[src/hw/rtl/gpkev_pkg.sv]
// Shared types, constants and helpers for the gamepad report to key event block.
package gpkev_pkg;

  localparam int ButtonCount = 16;
  localparam int IdxWidth    = $clog2(ButtonCount);
  localparam int MapRegs     = 4;
  localparam int AddrWidth   = 4;

  localparam logic [7:0] AxisMin    = 8'h00;
  localparam logic [7:0] AxisMax    = 8'hff;
  localparam logic [7:0] LeftBit    = 8'h80;
  localparam logic [7:0] RightBit   = 8'h40;
  localparam logic [7:0] UpBit      = 8'h20;
  localparam logic [7:0] DownBit    = 8'h10;
  localparam logic [7:0] ReleaseBit = 8'h80;

  localparam logic [31:0] KeyMap0Reset = 32'h2614_0000;
  localparam logic [31:0] KeyMap1Reset = 32'h002e_1e00;
  localparam logic [31:0] KeyMap2Reset = 32'h3e3c_3d3b;
  localparam logic [31:0] KeyMap3Reset = 32'h131f_0000;

  typedef enum logic [1:0] {
    REG_KEY_MAP_0 = 2'd0,
    REG_KEY_MAP_1 = 2'd1,
    REG_KEY_MAP_2 = 2'd2,
    REG_KEY_MAP_3 = 2'd3
  } reg_idx_t;

  typedef struct packed {
    logic [7:0] button_high;
    logic [7:0] button_low;
    logic [7:0] x_axis;
    logic [7:0] y_axis;
    logic       transfer_error;
  } report_t;

  typedef struct packed {
    logic [7:0] key_byte;
    logic       key_released;
    logic       last_event;
  } key_event_t;

  // One queued report: which buttons changed and the new button word.
  typedef struct packed {
    logic [ButtonCount-1:0] changed;
    logic [ButtonCount-1:0] word;
  } pending_t;

  typedef struct packed {
    logic full;
    logic empty;
  } queue_status_t;

  typedef logic [ButtonCount-1:0][7:0] key_table_t;

  // Merge the axis bytes into the low button byte and form the button word.
  function automatic logic [ButtonCount-1:0] merge_buttons(input report_t r);
    logic [7:0] lo;
    lo = r.button_low;
    if (r.x_axis == AxisMin) begin
      lo = lo | LeftBit;
    end else if (r.x_axis == AxisMax) begin
      lo = lo | RightBit;
    end
    if (r.y_axis == AxisMin) begin
      lo = lo | UpBit;
    end else if (r.y_axis == AxisMax) begin
      lo = lo | DownBit;
    end
    return {r.button_high, lo};
  endfunction

endpackage

[src/hw/rtl/gpkev_front.sv]
// Front end: takes reports, merges directions, diffs against the previous word.
module gpkev_front (
  input  logic                         clk,
  input  logic                         rst,
  input  logic                         in_valid,
  output logic                         in_stall,
  input  gpkev_pkg::report_t           in_data,
  input  gpkev_pkg::queue_status_t     q_status,
  output logic                         q_push,
  output gpkev_pkg::pending_t          q_push_data,
  output logic                         halted
);
  import gpkev_pkg::*;

  logic [ButtonCount-1:0] previous_buttons;
  logic [ButtonCount-1:0] word;
  logic                   accept;

  assign in_stall = q_status.full;
  assign accept   = in_valid && !in_stall;
  assign word     = merge_buttons(in_data);

  assign q_push_data.word    = word;
  assign q_push_data.changed = word ^ previous_buttons;
  assign q_push = accept && !halted && !in_data.transfer_error &&
                  (q_push_data.changed != '0);

  always_ff @(posedge clk) begin
    if (rst) begin
      previous_buttons <= '0;
      halted           <= 1'b0;
    end else if (accept && !halted) begin
      if (in_data.transfer_error) begin
        halted <= 1'b1;
      end else begin
        previous_buttons <= word;
      end
    end
  end

endmodule

[src/hw/rtl/gpkev_queue.sv]
// Two-entry queue of pending reports between the front and back ends.
module gpkev_queue (
  input  logic                     clk,
  input  logic                     rst,
  input  logic                     push,
  input  gpkev_pkg::pending_t      push_data,
  input  logic                     pop,
  output gpkev_pkg::pending_t      pop_data,
  output gpkev_pkg::queue_status_t status
);
  import gpkev_pkg::*;

  pending_t    entries [2];
  logic        wr_ptr;
  logic        rd_ptr;
  logic [1:0]  count;

  assign status.full  = (count == 2'd2);
  assign status.empty = (count == 2'd0);
  assign pop_data     = entries[rd_ptr];

  always_ff @(posedge clk) begin
    if (push) begin
      entries[wr_ptr] <= push_data;
    end
  end

  always_ff @(posedge clk) begin
    if (rst) begin
      wr_ptr <= 1'b0;
      rd_ptr <= 1'b0;
      count  <= 2'd0;
    end else begin
      if (push) begin
        wr_ptr <= ~wr_ptr;
      end
      if (pop) begin
        rd_ptr <= ~rd_ptr;
      end
      case ({push, pop})
        2'b10:   count <= count + 2'd1;
        2'b01:   count <= count - 2'd1;
        default: count <= count;
      endcase
    end
  end

endmodule

[src/hw/rtl/gpkev_back.sv]
// Back end: walks the changed bits of one report and emits one key event a cycle while out_stall does not hold it.
module gpkev_back (
  input  logic                          clk,
  input  logic                          rst,
  input  gpkev_pkg::key_table_t         key_table,
  input  gpkev_pkg::queue_status_t      q_status,
  input  gpkev_pkg::pending_t           q_pop_data,
  output logic                          q_pop,
  output logic                          out_valid,
  input  logic                          out_stall,
  output gpkev_pkg::key_event_t         out_data
);
  import gpkev_pkg::*;

  logic [ButtonCount-1:0] mask;
  logic [ButtonCount-1:0] word;
  logic [ButtonCount-1:0] rest;
  logic [IdxWidth-1:0]    idx;
  logic                   slot_free;
  logic                   emit;
  logic                   released;
  key_event_t             event_next;

  // Lowest set bit of the remaining mask.
  always_comb begin
    idx = '0;
    for (int i = ButtonCount - 1; i >= 0; i--) begin
      if (mask[i]) begin
        idx = IdxWidth'(i);
      end
    end
  end

  assign rest      = mask & (mask - 1'b1);
  assign slot_free = !out_valid || !out_stall;
  assign emit      = (mask != '0) && slot_free;
  assign q_pop     = (mask == '0) && !q_status.empty;
  assign released  = !word[idx];

  // Bit i uses map entry 15 - i, which is the bitwise inverse of the index.
  assign event_next.key_byte     = key_table[~idx] | (released ? ReleaseBit : 8'h00);
  assign event_next.key_released = released;
  assign event_next.last_event   = (rest == '0);

  always_ff @(posedge clk) begin
    if (rst) begin
      mask      <= '0;
      out_valid <= 1'b0;
    end else begin
      if (q_pop) begin
        mask <= q_pop_data.changed;
      end else if (emit) begin
        mask <= rest;
      end
      if (emit) begin
        out_valid <= 1'b1;
      end else if (!out_stall) begin
        out_valid <= 1'b0;
      end
    end
  end

  always_ff @(posedge clk) begin
    if (q_pop) begin
      word <= q_pop_data.word;
    end
    if (emit) begin
      out_data <= event_next;
    end
  end

endmodule

[src/hw/rtl/gamepad_report_to_key_events.sv]
// Top level of the gamepad report to key event block with its register port.
//
//   channel   direction  handshake                     payload
//   in        input      in_valid / in_stall            report_t (4 bytes + error)
//   out       output     out_valid / out_stall          key_event_t
//   config    input      psel/penable/pwrite/pready     key_map_0..3 at 0x0..0xC
//
// The front end takes one report transfer per cycle while the two-entry queue
// has room; reports that change nothing, fail, or arrive while halted are
// consumed without entering the queue. The back end loads a queued report,
// then emits one key event per changed button, held back by any out_stall,
// and pops the next report only once the current one is done. Reset is
// synchronous and clears the previous button word, the halt flag, the queue
// and the output; the key map returns to its defaults.
// A report with transfer_error set halts the block until the next reset.
module gamepad_report_to_key_events (
  input  logic                               clk,
  input  logic                               rst,
  input  logic                               in_valid,
  output logic                               in_stall,
  input  gpkev_pkg::report_t                 in_data,
  output logic                               out_valid,
  input  logic                               out_stall,
  output gpkev_pkg::key_event_t              out_data,
  input  logic                               psel,
  input  logic                               penable,
  input  logic                               pwrite,
  input  logic [gpkev_pkg::AddrWidth-1:0]    paddr,
  input  logic [31:0]                        pwdata,
  output logic [31:0]                        prdata,
  output logic                               pready
);
  import gpkev_pkg::*;

  logic [31:0]   key_map [MapRegs];
  reg_idx_t      reg_sel;
  key_table_t    key_table;
  queue_status_t q_status;
  pending_t      q_push_data;
  pending_t      q_pop_data;
  logic          q_push;
  logic          q_pop;
  logic          halted;

  // Register file. pready is held high, so every access completes without wait states.
  assign pready  = 1'b1;
  assign reg_sel = reg_idx_t'(paddr[AddrWidth-1:2]);
  assign prdata  = key_map[reg_sel];

  always_ff @(posedge clk) begin
    if (rst) begin
      key_map[REG_KEY_MAP_0] <= KeyMap0Reset;
      key_map[REG_KEY_MAP_1] <= KeyMap1Reset;
      key_map[REG_KEY_MAP_2] <= KeyMap2Reset;
      key_map[REG_KEY_MAP_3] <= KeyMap3Reset;
    end else if (psel && penable && pwrite && pready) begin
      key_map[reg_sel] <= pwdata;
    end
  end

  // Entry 4r+n of the key table sits in byte n of register r.
  assign key_table = {key_map[REG_KEY_MAP_3], key_map[REG_KEY_MAP_2],
                      key_map[REG_KEY_MAP_1], key_map[REG_KEY_MAP_0]};

  gpkev_front u_front (
    .clk         (clk),
    .rst         (rst),
    .in_valid    (in_valid),
    .in_stall    (in_stall),
    .in_data     (in_data),
    .q_status    (q_status),
    .q_push      (q_push),
    .q_push_data (q_push_data),
    .halted      (halted)
  );

  gpkev_queue u_queue (
    .clk       (clk),
    .rst       (rst),
    .push      (q_push),
    .push_data (q_push_data),
    .pop       (q_pop),
    .pop_data  (q_pop_data),
    .status    (q_status)
  );

  gpkev_back u_back (
    .clk        (clk),
    .rst        (rst),
    .key_table  (key_table),
    .q_status   (q_status),
    .q_pop_data (q_pop_data),
    .q_pop      (q_pop),
    .out_valid  (out_valid),
    .out_stall  (out_stall),
    .out_data   (out_data)
  );

  // Once halted, no report may reach the queue.
  a_halt_blocks_push: assert property (@(posedge clk) disable iff (rst)
    halted |-> !q_push)
    else $error("report queued while halted");

  // The front end never writes into a full queue.
  a_no_overflow: assert property (@(posedge clk) disable iff (rst)
    q_push |-> !q_status.full)
    else $error("queue overflow");

  // Only reports with at least one changed button are handed to the back end.
  a_pop_has_work: assert property (@(posedge clk) disable iff (rst)
    q_pop |-> (q_pop_data.changed != '0))
    else $error("empty report popped");

  // A release always carries the release bit in its key byte.
  a_release_bit: assert property (@(posedge clk) disable iff (rst)
    (out_valid && out_data.key_released) |-> out_data.key_byte[7])
    else $error("release without release bit");

endmodule

[config.mk]
export PLATFORM = sky130hd
export DESIGN_NAME = gamepad_report_to_key_events
export DESIGN_NICKNAME = d
export VERILOG_FILES = /design/src/hw/rtl/gpkev_pkg.sv /design/src/hw/rtl/gpkev_front.sv /design/src/hw/rtl/gpkev_queue.sv /design/src/hw/rtl/gpkev_back.sv /design/src/hw/rtl/gamepad_report_to_key_events.sv
export SDC_FILE = /design/constraint.sdc
export NUM_CORES = 1
export LEC_CHECK = 0
export BUFFER_PORTS_ARGS = -buffer_cell sky130_fd_sc_hd__buf_2
export CAP_MARGIN = 0
export CORE_MARGIN = 8
export CORE_UTILIZATION = 39
export CTS_CLUSTER_SIZE = 8
export DETAILED_ROUTE_END_ITERATION = 10
export GPL_TIMING_DRIVEN = 0
export PLACE_DENSITY = 0.66
export SLEW_MARGIN = 10
export SYNTH_ARGS = -nofsm -noshare
export SYNTH_HDL_FRONTEND = slang
export SYNTH_HIERARCHICAL = 1
export SYNTH_SLANG_ARGS = --single-unit
[constraint.sdc]
create_clock -name clk -period 3.01 [get_ports clk]
set_input_delay 0.602 -clock clk [delete_from_list [all_inputs] [get_ports clk]]
set_output_delay 0.602 -clock clk [all_outputs]
set_load 0.03 [all_outputs]
==> flow_summary_export.csv <==
group,metric,value,unit
status,status,"complete, no violations",
pwr,internal_power,10.0,mW
worst_setup_path,r2r-start,"u_back/mask[1]",
clock_network,cts_tree,"built",
layout,multi_input_area,4530,um2
timing,relSlewSlack,22.4,%
layout,area_growth,18.6,%
clock_network,cts_root_buf,"clkbuf_16",
clock_network,numCtsBuffers,38,
worst_setup_path,worst-r2r-setup-slack,0.09,ns
die,die_x,195,um
die,pin_count,121,
grt,antenna_found_initial,1,
worst_setup_path,reg2reg_to,"u_back/out_data[7]",
yosys,syn_area,12500,um2
layout,final_core_util,46.9,%
pwr,sw_frac_of_total,44.3,%
timing,worst_pin_slew,1.16,ns
worst_setup_path,crit_path_max_fanout,10,
grt,grt_max_degree,33,
pwr,power_density,1210,nW/um2
job,cap_violations,0,
die,die_height,195,um
timing,setup_viol,0,
yosys,synth_edf_count,218,
die,start_util,39.6,%
worst_setup_path,critPathCaptureType,"flop",
clock_network,htree_levels,2,
timing,layout_setup_ws,0.0879,ns
worst_setup_path,worstPathArrival,3.24,ns
worst_setup_path,start_kind,"flop",
pwr,p_comb_share,51.6,%
yosys,synthCells,999,
die,dieArea,38000,um2
clock_network,clockBufferDepth,3,
worst_setup_path,path_class,"flop to flop",
timing,min_period,2.92,ns
yosys,synth_area_per_cell,12.5,um2
timing,period_share,97.1,%
die,core.rowCount,65,
routing,wire_per_inst,23.3,um
yosys,synth_ff_type,"edfxtp_1",
yosys,ys.warnings.count,6,
clock_network,clock_sinks,257,
yosys,async_reset_ff_share,0,%
layout,nFillCells,2860,
routing,vias,9092,
placed_design,hpwl,24.4,mm
clock_network,clk_pin_slew_worst_paths,0.05,ns
layout,drive_above_1_share,30.0,%
timing,final.setup_skew,0.0186,ns
layout,nNetsFinal,1239,
routing,drt-vias-per-instance,5.74,
grt,overflow,0,
layout,fin_area,14800,um2
pwr,p_leak,5.53,nW
layout,regArea,7330,um2
placed_design,port_buffers,117,
worst_setup_path,r2r_cells,8,
yosys,synth_seq_area_share,58.7,%
yosys,synth_seq_cells,257,
placed_design,post-place-cells,1522,
pwr,irDropWorstVdd,0.00127,V
placed_design,place_area,13700,um2
worst_hold_path,hold_start,"in_data[32]",
worst_hold_path,min_to,"u_front/previous_buttons[15]",
worst_hold_path,min_path_type,"input port to flop",
grt,first_global_vias,9178,
layout,mostFrequentLayoutCells,"edfxtp_1 (218), buf_2 (142), nand2_1 (133)",
timing,timing_hold_violations_final,0,
timing,setup_tns,0,ns
die,core-area,31600,um2
clock_network,hold_buffers,0,
timing,max_freq,342,MHz
placed_design,place_congestion,0.945,
grt,grt_pass1_wl,55.1,mm
layout,final_common_cell,"edfxtp_1",
routing,drtIter0Drc,964,
routing,drc,0,
yosys,synth.distinct_cells,74,
yosys,syn_nets,1076,
worst_hold_path,holdPathStages,3,
layout,finalNonFillerCells,1584,
timing,drv_slew,0,
clock_network,worstSkewPairLatency,0.52,ns
pwr,clkPwrFrac,21.6,%
timing,rsz0062_at_grt,"no",
routing,first_pass_iters,6,
worst_setup_path,crit_required,3.33,ns
pwr,p_seq_share,26.8,%
grt,grt_use_total,18.9,%
routing,wirelength,37.0,mm
placed_design,place_ws,-0.371,ns
pwr,power_switching,7.96,mW
routing,antenna_left,0,
-- per-stage QoR --
step / hold slack (ns) / power, mW
final: 0.347 / 18.0
after floorplan: 0.448 / 13.6
after detailed placement: 0.462 / 18.5
after global routing: 0.355 / 24.0
after global placement: 0.454 / 18.4
after CTS: 0.334 / 22.5
-- timing repair --
| action | CTS | global route |
|---|---|---|
| resized for setup | 5 | 9 |
| endpoints found under the setup margin | 10 | 10 |
| setup buffers | 0 | 2 |
| pin swaps | 1 | 1 |
| gates cloned | 0 | 0 |
-- state kept, by name, summed over array words and instances (netlist names), 2 cells and up, named ones only --
register,cells
key_map,128
u_back/mask,16
u_back/out_data,10
u_back/word,16
u_front/previous_buttons,16
u_queue/count,2
u_queue/entries,64
-- power by group through the flow --
stage | Clock (mW) | Sequential, mW | Combinational (mW)
3_5_place_dp | 0 | 5.17 | 13.3
3_3_place_gp | 0 | 5.15 | 13.2
6_report | 3.88 | 4.82 | 9.28
4_1_cts | 3.94 | 5.10 | 13.5
2_1_floorplan | 0 | 5.25 | 8.37
5_1_grt | 4.08 | 5.16 | 14.8
-- per-layer routing --
metal  vias up  share of wire [%]  GRT usage (%)  wire [um]
li1       4021                  -              -          -
met3       119                 10           4.91       3770
met5         -                  0              0          0
met2       527                 45           29.5      16500
met4         0                4.2           7.89       1560
met1      4425                 41           24.6      15100
-- Yosys cell counts (14+ instances only) --
master,count,share of area [%]
mux4_2,36,6.5
inv_1,34,1.0
dfxtp_1,39,6.3
clkbuf_1,14,0.42
nand2_1,133,4.0
nand3_1,43,1.7
nor3_1,61,2.4
nor2_1,63,1.9
edfxtp_1,218,52
buf_6,14,1.3
mux2i_1,28,2.2
o21ai_0,29,1.2
or3_1,19,0.95
a21oi_1,23,0.92
buf_2,26,1.0
buf_4,22,1.3
mux2_2,30,2.7
-- layout make-up --
type	count	share of cell area, %
repair buffers	123	4.65
diodes	2	0.0338
plain buffers	79	3.72
clock inverters	4	0.262
multi-input cells	628	30.6
inverters	35	0.887
clock buffers	54	6.97
well taps	402	3.40
flip-flops and latches	257	49.5
-- worst max-delay path by stage --
stage                               start                 end  cells after the start
after floorplan            u_back/mask[8]    u_queue/count[1]                      7
after CTS                 u_back/mask[12]  u_back/out_data[8]                      9
after global placement                rst      key_map[1][28]                      5
after detailed placement   u_back/mask[0]    u_queue/count[1]                      8
final                      u_back/mask[1]  u_back/out_data[7]                      8
after global routing      u_back/mask[12]  u_back/out_data[4]                      9
-- worst max-delay path: stages (launching register included) --
cell and delay [ns]:
dfxtp_1 0.50, or2_2 0.22, o22ai_1 0.12, a21oi_1 0.66
clkbuf_1 0.66, nand2_1 0.13, nand2_1 0.09, o21ai_0 0.07
o221ai_1 0.26
-- kinds of logic (layout without fill, tap and decap cells) --
logic type,after synthesis,count (layout),share of synthesized area [%]
compound gates,110,110,6.15
xor+xnor,20,20,1.64
fa+ha+maj,4,4,0.341
buf+inv,114,295,5.37
flops,257,257,58.7
mux,97,97,11.7
other cells,1,3,0.0300
simple gates,396,396,16.1
Note: power is estimated with default switching activity, not from simulation.
